===== config.mk =====
export PLATFORM = sky130hd
export DESIGN_NAME = jet_ctrl
export DESIGN_NICKNAME = d
export VERILOG_FILES = /design/src/rtl/jet_pkg.sv /design/src/rtl/jet_ctrl.sv
export SDC_FILE = /design/constraint.sdc
export NUM_CORES = 1
export LEC_CHECK = 0
export BUFFER_PORTS_ARGS = -buffer_cell sky130_fd_sc_hd__buf_4
export CORE_AREA = 3 3 40 42
export DETAILED_ROUTE_END_ITERATION = 7
export DIE_AREA = 0 0 43 45
export SYNTH_ARGS = -nofsm -noshare
export SYNTH_HDL_FRONTEND = slang
export SYNTH_SLANG_ARGS = --single-unit

===== constraint.sdc =====
create_clock -name clk -period 2.6 [get_ports clk]
set_input_delay 0.65 -clock clk [delete_from_list [all_inputs] [get_ports clk]]
set_output_delay 0.65 -clock clk [all_outputs]
set_load 0.05 [all_outputs]

===== src/rtl/jet_pkg.sv =====
`timescale 1ns / 1ps

package jet_pkg;

  // data formats
  localparam int FRAC_BITS = 28;
  localparam int ZW = 32;                      // z and c width, signed
  localparam int PW = 2 * ZW;                  // product width
  localparam int RW = PW - FRAC_BITS + 1;      // updated z before truncation
  localparam int AW = FRAC_BITS + 2;           // |z| once below the bound of 3
  localparam int SW = 2 * AW + 1;              // sum of squares

  localparam logic [RW-1:0] THREE = RW'(3) << FRAC_BITS;
  localparam logic [SW-1:0] NINE2 = SW'(9) << (2 * FRAC_BITS);

  localparam int ITER_BITS_DEF = 12;
  localparam int MAX_ITER_RST = 50;

  // configuration port
  localparam int CFG_W = 32;
  localparam int CFG_AW = 2;
  localparam logic [CFG_AW-1:0] REG_C_REAL = 2'd0;
  localparam logic [CFG_AW-1:0] REG_C_IMAG = 2'd1;
  localparam logic [CFG_AW-1:0] REG_MAX_ITER = 2'd2;

  typedef struct packed {
    logic load;
    logic mul;
    logic add;
    logic sq;
    logic chk;
    logic out_load;
  } jet_cmd_t;

  typedef struct packed {
    logic zero_lim;
    logic esc;
    logic ret;
    logic last;
  } jet_sts_t;

endpackage


===== src/rtl/jet_ctrl.sv =====
`timescale 1ns / 1ps

module jet_ctrl (
  input  logic              clk,
  input  logic              rst,
  input  logic              point_valid,
  output logic              point_ready,
  output logic              result_valid,
  input  logic              result_ready,
  input  jet_pkg::jet_sts_t sts,
  output jet_pkg::jet_cmd_t cmd
);

  localparam logic [2:0] S_IDLE = 3'd0;
  localparam logic [2:0] S_MUL  = 3'd1;
  localparam logic [2:0] S_ADD  = 3'd2;
  localparam logic [2:0] S_SQ   = 3'd3;
  localparam logic [2:0] S_CHK  = 3'd4;
  localparam logic [2:0] S_FIN  = 3'd5;

  logic [2:0] state;
  logic [2:0] state_next;
  logic       result_valid_next;
  logic       slot_free;

  assign slot_free = !result_valid || result_ready;
  assign point_ready = (state == S_IDLE);

  always_comb begin
    state_next = state;
    cmd = '0;
    unique case (state)
      S_IDLE: begin
        if (point_valid) begin
          cmd.load = 1'b1;
          state_next = sts.zero_lim ? S_FIN : S_MUL;
        end
      end
      S_MUL: begin
        cmd.mul = 1'b1;
        state_next = S_ADD;
      end
      S_ADD: begin
        cmd.add = 1'b1;
        state_next = S_SQ;
      end
      S_SQ: begin
        cmd.sq = 1'b1;
        state_next = S_CHK;
      end
      S_CHK: begin
        cmd.chk = 1'b1;
        state_next = (sts.esc || sts.ret || sts.last) ? S_FIN : S_MUL;
      end
      S_FIN: begin
        if (slot_free) begin
          cmd.out_load = 1'b1;
          state_next = S_IDLE;
        end
      end
      default: state_next = S_IDLE;
    endcase
  end

  always_comb begin
    result_valid_next = result_valid;
    if (result_valid && result_ready) begin
      result_valid_next = 1'b0;
    end
    if (cmd.out_load) begin
      result_valid_next = 1'b1;
    end
  end

  always_ff @(posedge clk) begin
    if (rst) begin
      state <= S_IDLE;
      result_valid <= 1'b0;
    end else begin
      state <= state_next;
      result_valid <= result_valid_next;
    end
  end

  a_one_cmd: assert property (@(posedge clk) disable iff (rst) $onehot0(cmd))
    else $error("more than one datapath command");

  a_start: assert property (@(posedge clk) disable iff (rst)
    point_valid && point_ready |=> state == S_MUL || state == S_FIN)
    else $error("accepted point did not start");

  a_loop: assert property (@(posedge clk) disable iff (rst)
    state == S_CHK && !(sts.esc || sts.ret || sts.last) |=> state == S_MUL)
    else $error("unfinished point left the loop");

  a_no_overwrite: assert property (@(posedge clk) disable iff (rst)
    state == S_FIN && result_valid && !result_ready |=> state == S_FIN && result_valid)
    else $error("pending result overwritten");

endmodule


# == Word-level counts from Yosys, hierarchy flattened ==
# Index checks and enable logic that the tools add are counted.
# classes
n_reduce_logical,8
n_mux,15
n_eq_ne,7
# op_table
op,n
case mux 3 bit (6 select lines),1
two-way mux 3 bit,4
two-way mux 1 bit,10
"== test 3 x 2 -> 1 bit, second input constant",2
"== test 3 bit, second input constant",2
"inequality test 2 bit, second input constant",2
"== test 3 x 1 -> 1 bit, second input constant",1
zero test 3 bit,1
logical OR 1 bit,3
AND reduction 2 bit,1
nonzero test 2 bit,1
logical AND 1 bit,1
zero test 1 bit,1
# totals
wordCells,32
inputBits,8
output_inout_bits,8
register_bits,4

# == Depth between registers and ports, before layout ==
# Gate-level depths: netlist of the first run.
# logic_depth
depth_word,5
depth_mapped,4

# == Worst setup path before layout of the first run ==
# OpenSTA, ideal clock, no wires.
# synth_path
path_kind,flip-flop to output port
startpoint,reg state[2]
endpoint,out cmd[5] in the netlist's numbering
required_ns,1.950
setup_slack_ns,0.287
path_stages_with_launch,4
t_arrival_ns,1.663
path_cell_list,dfxtp_1 -> buf_6 -> nor3_2 -> and2_1
# synth_lines
item,line,rtl
start: declaration,jet_ctrl.sv:21,logic [2:0] state;
start signal: assignment,jet_ctrl.sv:80,state <= state_next;
end: declaration,jet_ctrl.sv:11,output jet_pkg::jet_cmd_t cmd

==> flow_metrics.env, run 1 <==
export IMPL_num_vias=268
export IMPL_post_cts_resized=0
export IMPL_ant_nets=0
export IMPL_routed_top_layer="met3"
export IMPL_rows=13
export IMPL_synth_seq_area_share_pct=28.8
export IMPL_worstSkewPairLatency_ns=0.23
export IMPL_numPortBuffers=15
export IMPL_hp_class="reg2reg"
export IMPL_swShare_pct=39.2
export IMPL_placed_cell_area_um2=379
export IMPL_root_buffer="clkbuf_4"
export IMPL_p_leak_nw=0.180
export IMPL_overflow=0
export IMPL_place_gp_congestion=0.660
export IMPL_clock_sinks=4
export IMPL_tns_ns=0
export IMPL_rsz0062_at_grt="no"
export IMPL_skew_ns=0.00316
export IMPL_cp_data_required_time_ns=1.95
export IMPL_fp_coreArea_um2=1280
export IMPL_cts_tree="done"
export IMPL_rrSetupSlack_ns=1.46
export IMPL_synth_async_sr_flop_share_pct=0
export IMPL_grtUsageTotal_pct=8.50
export IMPL_postCtsSetupBuffers=0
export IMPL_synth_edf_count=0
export IMPL_drt_iter0_markers=2
export IMPL_wl_met2_um=272
export IMPL_yosys_warnings=0
export IMPL_antenna_found_initial=0
export IMPL_htree_levels=1
export IMPL_power_uw=258
export IMPL_ys_seq_elements=4
export IMPL_power_density_nw_per_um2=643
export IMPL_power_frac_seq_pct=32.0
export IMPL_synth_flop_cell="dfxtp_1"
export IMPL_clk_pin_slew_ns=0.04
export IMPL_yosysUniqueCellTypes=21
export IMPL_grt_max_degree=12
export IMPL_die_y_um=45
export IMPL_power_frac_comb_pct=38.4
export IMPL_synth_most_common_cell="dfxtp_1"
export IMPL_finalCritPeriodShare_pct=77.5
export IMPL_r2r_start="state[2]"
export IMPL_cts_made_buffers=3
export IMPL_startpoint_type="register"
export IMPL_initial_core_util_pct=21.6
export IMPL_routed_wl_um=646
export IMPL_finalWorstPathRequiredPeriod_ns=2.02
export IMPL_synth_largest_area_cell="dfxtp_1"
export IMPL_synth_area_um2=278
export IMPL_min_from="result_valid"
export IMPL_first_pass_iters=2
export IMPL_relSlewSlack_pct=73.8
export IMPL_tightest_slew_ns=0.392
export IMPL_synth_nets=38
export IMPL_cp_end_kind="output port"
export IMPL_ys_top_cells_by_area="dfxtp_1 (29%), buf_6 (8.1%), nor3b_4 (6.8%)"
export IMPL_yosys_top_cells_count="dfxtp_1 (4), a21oi_1 (3), nor2_1 (3)"
export IMPL_power_switching_uw=101
export IMPL_fin_nets=55
export IMPL_max_vdd_ir_drop_mv=0.238
export IMPL_wl_per_cell_um=10.8
export IMPL_ios=16
export IMPL_netlist_instances=30
export IMPL_max_freq_ghz=0.496
export IMPL_final_util_pct=31.3
export IMPL_critPathMaxFanout=10
export IMPL_area_delta_synth_final_pct=44.6
export IMPL_holdPathStages=2
export IMPL_place_hpwl_um=487
export IMPL_cts_hold_buf=0
export IMPL_cp_slowest_stage_delay_ns=0.55
export IMPL_setup_viol=0
export IMPL_intPower_uw=157
export IMPL_met3_length_um=68
export IMPL_cp_arrival_ns=1.37
export IMPL_dieArea_um2=1940
export IMPL_status="finished, final reports clean"
export IMPL_postLayoutCellArea_um2=402
export IMPL_grt_pass1_wl_um=1240
export IMPL_cp_cell_sequence="nor3b_1 -> buf_4"
export IMPL_drive_gt1_share_pct=51.1
export IMPL_final_hold_violation_count=0
export IMPL_crit_slowest_cell="dfxtp_1"
export IMPL_r2r_end="state[2]"
export IMPL_slew_violations=0
export IMPL_drt_met1_wl_um=305
export IMPL_p_clk_share_pct=29.6
export IMPL_grt_pass1_vias=293
export IMPL_yosysTopAreaCellShare_pct=28.8
export IMPL_route_detailed_drc=0
export IMPL_die_w_um=43
export IMPL_cap_viol_max_count=0
export IMPL_num_antenna_cells=0
export IMPL_clockBufferDepth=2
export IMPL_hold_end="result_valid"
export IMPL_synth_area_per_cell_um2=9.26
export IMPL_r2r_cells=3
export IMPL_via_per_inst=4.47
export IMPL_worstSetupPathType="reg2out"
[worst max-delay path by stage]
stage	from	end	slack, ns	depth (start not counted)
floorplan	state[2]	cmd[5]	0.29	3
global placement	result_ready	cmd[0]	0.81	4
detailed placement	result_ready	cmd[0]	0.78	4
CTS	state[1]	cmd[3]	0.59	2
global route	state[1]	cmd[3]	0.46	2
finish	state[1]	cmd[3]	0.58	2
[critical path, delay by kind of cell, from the launching register on]
| family | cells | cell delay, ns |
|---|---|---|
| buf+inv | 1 | 0.26 |
| flops | 1 | 0.55 |
| simple gates | 1 | 0.33 |
[per-layer routing]
metal / track usage, % / vias to the layer above
met2: 11.4 / 13
li1: - / 138
met1: 11.6 / 117
met4: 7.23 / 0
met5: 0 / -
met3: 1.59 / 0
[cells in the final DEF, fill, tap and decap left out, types with 2 or more instances in the layout]
master,netlist,routed
a21oi_1,3,3
buf_4,1,15
clkbuf_4,0,3
dfxtp_1,4,4
nor2_1,3,3
o31ai_1,2,2
[registers in the layout (all words and copies together), names as in the netlist]
register,cells
state,3
result_valid,1
[power groups by stage]
stage	Sequential [mW]	Clock, mW	Combinational, mW
final	0.0827	0.0764	0.0990
after CTS	0.0827	0.0802	0.100
after global routing	0.0850	0.0835	0.106
after global placement	0.0831	0	0.0991
after detailed placement	0.0837	0	0.0996
after floorplan	0.0749	0	0.0822
[cell type report]
type,count,area (µm²)
fill,157,883
timing repair buffer,15,113
multi-input combinational,23,168
tap,15,18.8
sequential,4,80.1
clock buffer,3,22.5
[cell families after synthesis]
group                  after synthesis  synth area share, %
buffers and inverters                3                 10.8
flip-flops                           4                 28.8
AO/OA/AOI/OAI                        7                 14.9
AND/OR/NAND/NOR                     16                 45.5
[stage by stage]
step	worst slack, ns	instances	hold WS, ns
after floorplan	0.287	30	0.524
after global placement	0.808	57	0.481
after detailed placement	0.780	57	0.485
after CTS	0.587	60	0.495
after global routing	0.457	60	0.559
final	0.584	60	0.489
Power figures use the tool's default switching activity.
==> run 2, diff against run 1 <==
Clock period 2.6 ns to 1.65 ns, I/O delays scaled along.
==> run 2 against run 1 <==
Clock skew increased by 0.00090 ns. Clock power increased by 58%. Sequential power increased by 66%. Die area unchanged. Via count decreased by 3.4%. First-iteration DRC count decreased by 50%. Sequential cell count unchanged. Combinational power increased by 61%. Critical path type unchanged. Largest power group unchanged.
==> flow_metrics.env, run 2 (synthesis results as in run 1) <==
export IMPL_area_delta_synth_final_pct=50.0
export IMPL_regMostFlops="state"
export IMPL_cts_hold_buf=0
export IMPL_die_y_um=45
export IMPL_max_vdd_ir_drop_mv=0.573
export IMPL_cp_arrival_ns=1.16
export IMPL_overflow=0
export IMPL_post_cts_resized=3
export IMPL_clock_sinks=4
export IMPL_antenna_found_initial=0
export IMPL_cp_data_required_time_ns=1.24
export IMPL_root_buffer="clkbuf_4"
export IMPL_swShare_pct=39.3
export IMPL_finalWorstPathRequiredPeriod_ns=1.58
export IMPL_cp_cell_sequence="nor3b_2 -> buf_4"
export IMPL_cp_slowest_stage_delay_ns=0.46
export IMPL_status="finished, final reports clean"
export IMPL_layout_common_cells="buf_4 (15), nor2_1 (3), a21oi_1 (3), clkbuf_4 (3), dfxtp_2 (3)"
export IMPL_startpoint_type="register"
export IMPL_hp_class="in2reg"
export IMPL_power_density_nw_per_um2=1000
export IMPL_via_per_inst=4.32
export IMPL_routed_wl_um=653
export IMPL_num_antenna_cells=0
export IMPL_fp_coreArea_um2=1280
export IMPL_cts_tree="done"
export IMPL_final_util_pct=32.4
export IMPL_ant_nets=0
export IMPL_drive_gt1_share_pct=60.0
export IMPL_intPower_uw=253
export IMPL_finalCritPeriodShare_pct=95.5
export IMPL_power_frac_seq_pct=32.7
export IMPL_numPortBuffers=15
export IMPL_p_clk_share_pct=29.1
export IMPL_wl_per_cell_um=10.9
export IMPL_grtUsageTotal_pct=7.42
export IMPL_clockBufferDepth=2
export IMPL_crit_slowest_cell="dfxtp_2"
export IMPL_num_vias=259
export IMPL_initial_core_util_pct=21.6
export IMPL_ios=16
export IMPL_worstSkewPairLatency_ns=0.24
export IMPL_setup_viol=0
export IMPL_power_frac_comb_pct=38.2
export IMPL_clk_pin_slew_ns=0.04
export IMPL_drt_iter0_markers=1
export IMPL_worstSetupPathType="reg2out"
export IMPL_largest_reg_flops=3
export IMPL_route_detailed_drc=0
export IMPL_grt_pass1_vias=222
export IMPL_seqCellArea_um2=83.8
export IMPL_relSlewSlack_pct=83.4
export IMPL_cap_viol_max_count=0
export IMPL_power_switching_uw=164
export IMPL_final_common_cell="buf_4"
export IMPL_p_leak_nw=0.187
export IMPL_tightest_slew_ns=0.247
export IMPL_skew_ns=0.00406
export IMPL_cts_made_buffers=3
export IMPL_dieArea_um2=1940
export IMPL_final_hold_violation_count=0
export IMPL_cp_end_kind="output port"
export IMPL_die_w_um=43
export IMPL_critPathMaxFanout=10
export IMPL_postCtsSetupBuffers=0
export IMPL_htree_levels=1
export IMPL_first_pass_iters=2
export IMPL_pre_cts_slack_ns=0.191
export IMPL_grt_max_degree=12
export IMPL_top_regs="state (3), result_valid (1)"
export IMPL_rows=13
export IMPL_slew_violations=0
export IMPL_power_uw=417
export IMPL_multiInputGateArea_um2=179
export IMPL_grt_pass1_wl_um=1000
export IMPL_nFillCells=136
export IMPL_fin_nets=55
export IMPL_max_freq_ghz=0.635
export IMPL_rsz0062_at_grt="no"
export IMPL_setup_slack_ns=0.0743
export IMPL_place_gp_congestion=0.692
==> run 2: cell types whose count changed in the layout (fill, tap and decap cells not counted) <==
cell     change
nor3_2       -1
nor3b_1      -1
dfxtp_2      +3
nor3_4       +1
nor3b_2      +1
dfxtp_1      -3
==> run 2: final cells by class <==
class                   instances  area share, %
repair buffers                 15           27.0
clock buffers                   3           5.41
flip-flops and latches          4           20.1
multi-input cells              23           42.9
well taps                      15           4.50
==> run 2: critical path: cells and delay by family (launching register included) <==
family | cells | cell delay, ns
AND/OR/NAND/NOR | 1 | 0.24
flip-flops | 1 | 0.46
buffers and inverters | 1 | 0.23
==> run 2: worst paths after layout <==
path / start / endpoint / slack [ns] / depth (start not counted)
max: state[1] / cmd[3] / 0.07 / 2
min: rst / state[2] / 0.36 / 2
max reg2reg: state[2] / state[2] / 0.60 / 3
min reg2reg: result_valid / result_valid / 0.50 / 2
==> run 2: power by group through the flow <==
stage	combinational, mW	clock (mW)	sequential (mW)
floorplan	0.136	0	0.119
global placement	0.160	0	0.134
CTS	0.161	0.128	0.136
finish	0.159	0.121	0.137
detailed placement	0.161	0	0.134
global route	0.169	0.141	0.137
==> run 2: stage by stage <==
| stage | hold slack (ns) | setup TNS [ns] | instances | cell area (µm²) |
|---|---|---|---|---|
| 2_1_floorplan | 0.482 | -0.201 | 30 | 289 |
| 3_3_place_gp | 0.484 | 0 | 57 | 390 |
| 3_5_place_dp | 0.490 | 0 | 57 | 390 |
| 4_1_cts | 0.352 | 0 | 60 | 417 |
| 5_1_grt | 0.352 | 0 | 60 | 417 |
| 6_report | 0.357 | 0 | 60 | 417 |
==> run 2: layer usage <==
| layer | up-vias | wire (µm) | global-route usage (%) |
|---|---|---|---|
| li1 | 139 | - | - |
| met1 | 111 | 298 | 8.21 |
| met2 | 9 | 301 | 10.8 |
| met3 | 0 | 53 | 7.57 |
| met4 | 0 | 0 | 0 |
| met5 | - | 0 | 0 |
==> run 3, diff against run 2 <==
Settings changed: ABC_AREA set to 1.
==> run 3 against run 2 <==
Cell area shrank 0.90%. Setup slack gained 0.029 ns. Critical path depth grew 2. Total power grew 19%. Worst hold slack lost 0.0012 ns. Largest power group unchanged.
==> flow_metrics.env, run 3 <==
export IMPL_synth_edf_count=0
export IMPL_clock_sinks=4
export IMPL_synth_area_per_cell_um2=6.35
export IMPL_numPortBuffers=15
export IMPL_die_w_um=43
export IMPL_worstSetupPathType="reg2out"
export IMPL_relSlewSlack_pct=85.6
export IMPL_root_buffer="clkbuf_4"
export IMPL_rows=13
export IMPL_yosysUniqueCellTypes=13
export IMPL_layout_common_cells="buf_4 (15), inv_1 (8), a21oi_1 (6), nand2_1 (6)"
export IMPL_r2r_cells=5
export IMPL_cp_slowest_stage_delay_ns=0.35
export IMPL_synth_seq_area_share_pct=30.0
export IMPL_cp_cell_sequence="nor2_1 -> nand2_2 -> nor2_1 -> buf_4"
export IMPL_yosysTopAreaCellShare_pct=30.0
export IMPL_regMostFlops="state"
export IMPL_finalCritPeriodShare_pct=93.8
export IMPL_antenna_found_initial=0
export IMPL_power_uw=496
export IMPL_fin_nets=69
export IMPL_holdPathStages=2
export IMPL_status="finished, final reports clean"
export IMPL_slew_violations=0
export IMPL_synth_largest_area_cell="dfxtp_1"
export IMPL_wl_per_cell_um=7.82
export IMPL_setup_slack_ns=0.103
export IMPL_overflow=0
export IMPL_postCtsSetupBuffers=0
export IMPL_clk_pin_slew_ns=0.04
export IMPL_place_gp_congestion=0.687
export IMPL_max_vdd_ir_drop_mv=0.371
export IMPL_grt_pass1_wl_um=931
export IMPL_nFillCells=152
export IMPL_cpMostUsedCell="nor2_1"
export IMPL_power_density_nw_per_um2=1200
export IMPL_num_vias=293
export IMPL_area_delta_synth_final_pct=54.9
export IMPL_worstSkewPairLatency_ns=0.24
export IMPL_yosys_warnings=0
export IMPL_drive_gt1_share_pct=45.8
export IMPL_hp_class="in2reg"
export IMPL_dieArea_um2=1940
export IMPL_skew_ns=0.00645
export IMPL_synth_area_um2=267
export IMPL_top_regs="state (3), result_valid (1)"
export IMPL_critPathMaxFanout=5
export IMPL_synth_most_common_cell="inv_1"
export IMPL_yosys_top_cells_count="inv_1 (8), a21oi_1 (6), nand2_1 (6)"
export IMPL_drt_iter0_markers=1
export IMPL_finalWorstPathRequiredPeriod_ns=1.55
export IMPL_netlist_instances=42
export IMPL_ant_nets=0
export IMPL_place_inst=71
export IMPL_startpoint_type="register"
export IMPL_final_util_pct=32.1
export IMPL_htree_levels=1
export IMPL_p_leak_nw=0.224
export IMPL_grt_max_degree=7
export IMPL_max_freq_ghz=0.646
export IMPL_pre_cts_slack_ns=0.346
export IMPL_cap_viol_max_count=0
export IMPL_die_y_um=45
export IMPL_num_antenna_cells=0
export IMPL_crit_slowest_cell="dfxtp_1"
export IMPL_instances_no_fill=74
export IMPL_ys_top_cells_by_area="dfxtp_1 (30%), a21oi_1 (11%), inv_1 (11%)"
export IMPL_critPathBufInv=1
export IMPL_synth_async_sr_flop_share_pct=0
export IMPL_cts_tree="done"
export IMPL_place_hpwl_um=509
export IMPL_route_detailed_drc=0
export IMPL_cp_top_family="simple AND/OR/NAND/NOR gates"
export IMPL_ios=16
export IMPL_cts_hold_buf=0
export IMPL_routed_wl_um=579
export IMPL_tightest_slew_ns=0.216
export IMPL_tns_ns=0
export IMPL_cp_end_kind="output port"
export IMPL_initial_core_util_pct=20.7
export IMPL_grt_pass1_vias=247
export IMPL_first_pass_iters=2
export IMPL_grtUsageTotal_pct=6.66
export IMPL_via_per_inst=3.96
export IMPL_synth_nets=50
export IMPL_post_cts_resized=0
export IMPL_ys_seq_elements=4
export IMPL_cp_arrival_ns=1.13
export IMPL_cp_data_required_time_ns=1.24
export IMPL_final_hold_violation_count=0
export IMPL_cp_depth=4
export IMPL_final_common_cell="buf_4"
export IMPL_setup_viol=0
export IMPL_largest_reg_flops=3
export IMPL_cts_made_buffers=3
export IMPL_clockBufferDepth=2
export IMPL_rsz0062_at_grt="no"
export IMPL_synth_flop_cell="dfxtp_1"
export IMPL_fp_coreArea_um2=1280
==> run 3: cell count changes after synthesis, moves of 3 or more <==
| cell | before | now |
|---|---|---|
| inv_1 | 0 | 8 |
| nand2_1 | 1 | 6 |
| a21oi_1 | 3 | 6 |
| inv_2 | 0 | 3 |
| nand3_1 | 1 | 4 |
==> run 3: worst reg2reg max path: stages (launching register included) <==
cell     delay [ns]
dfxtp_1        0.41
nand3_2        0.14
nor2_1         0.16
nor2_2         0.06
nand2_1        0.06
a21oi_1        0.05
==> run 3: per-stage QoR <==
step,area [µm²],hold slack (ns)
2_1_floorplan,267,0.482
3_3_place_gp,390,0.493
3_5_place_dp,390,0.498
4_1_cts,413,0.355
5_1_grt,413,0.360
6_report,413,0.356
==> run 3: cells by family after synthesis <==
logic type             Yosys count  share of synthesized area [%]
and+or+nand+nor                 20                           40.4
buffers and inverters           12                           18.3
DFF                              4                           30.0
AOI/OAI and AO/OA                6                           11.3
==> run 3: final cells by class <==
| type | instances | area, µm² | area share, % |
|---|---|---|---|
| flip-flops and latches | 4 | 80.1 | 19.4 |
| repair buffers | 15 | 113 | 27.3 |
| inverters | 11 | 41.3 | 10.0 |
| multi-input cells | 26 | 138 | 33.3 |
| well taps | 15 | 18.8 | 4.55 |
| clock buffers | 3 | 22.5 | 5.45 |
==> run 3: path summary, 6_finish.rpt <==
| path | startpoint | slack, ns | end |
|---|---|---|---|
| setup / recovery | state[0] | 0.10 | cmd[5] |
| hold / removal | rst | 0.36 | result_valid |
| setup reg to reg | state[0] | 0.66 | state[2] |
| hold reg to reg | result_valid | 0.50 | result_valid |
==> run 3: per-layer routing <==
metal  vias to the layer above  global-route usage [%]  share of wire, %
met5                         -                       0                 0
met1                       117                    7.71                43
met3                         2                    2.39               7.6
li1                        164                       -                 -
met2                        10                    9.88                46
met4                         0                    5.42               2.8
==> run 3: power breakdown <==
| part | leakage, nW | total (mW) | switching (mW) | internal [mW] |
|---|---|---|---|---|
| combinational | 0.178 | 0.244 | 0.166 | 0.0782 |
| sequential | 0.0329 | 0.129 | 0.0185 | 0.110 |
| clock | 0.0138 | 0.123 | 0.0416 | 0.0815 |
| total | 0.224 | 0.496 | 0.226 | 0.270 |
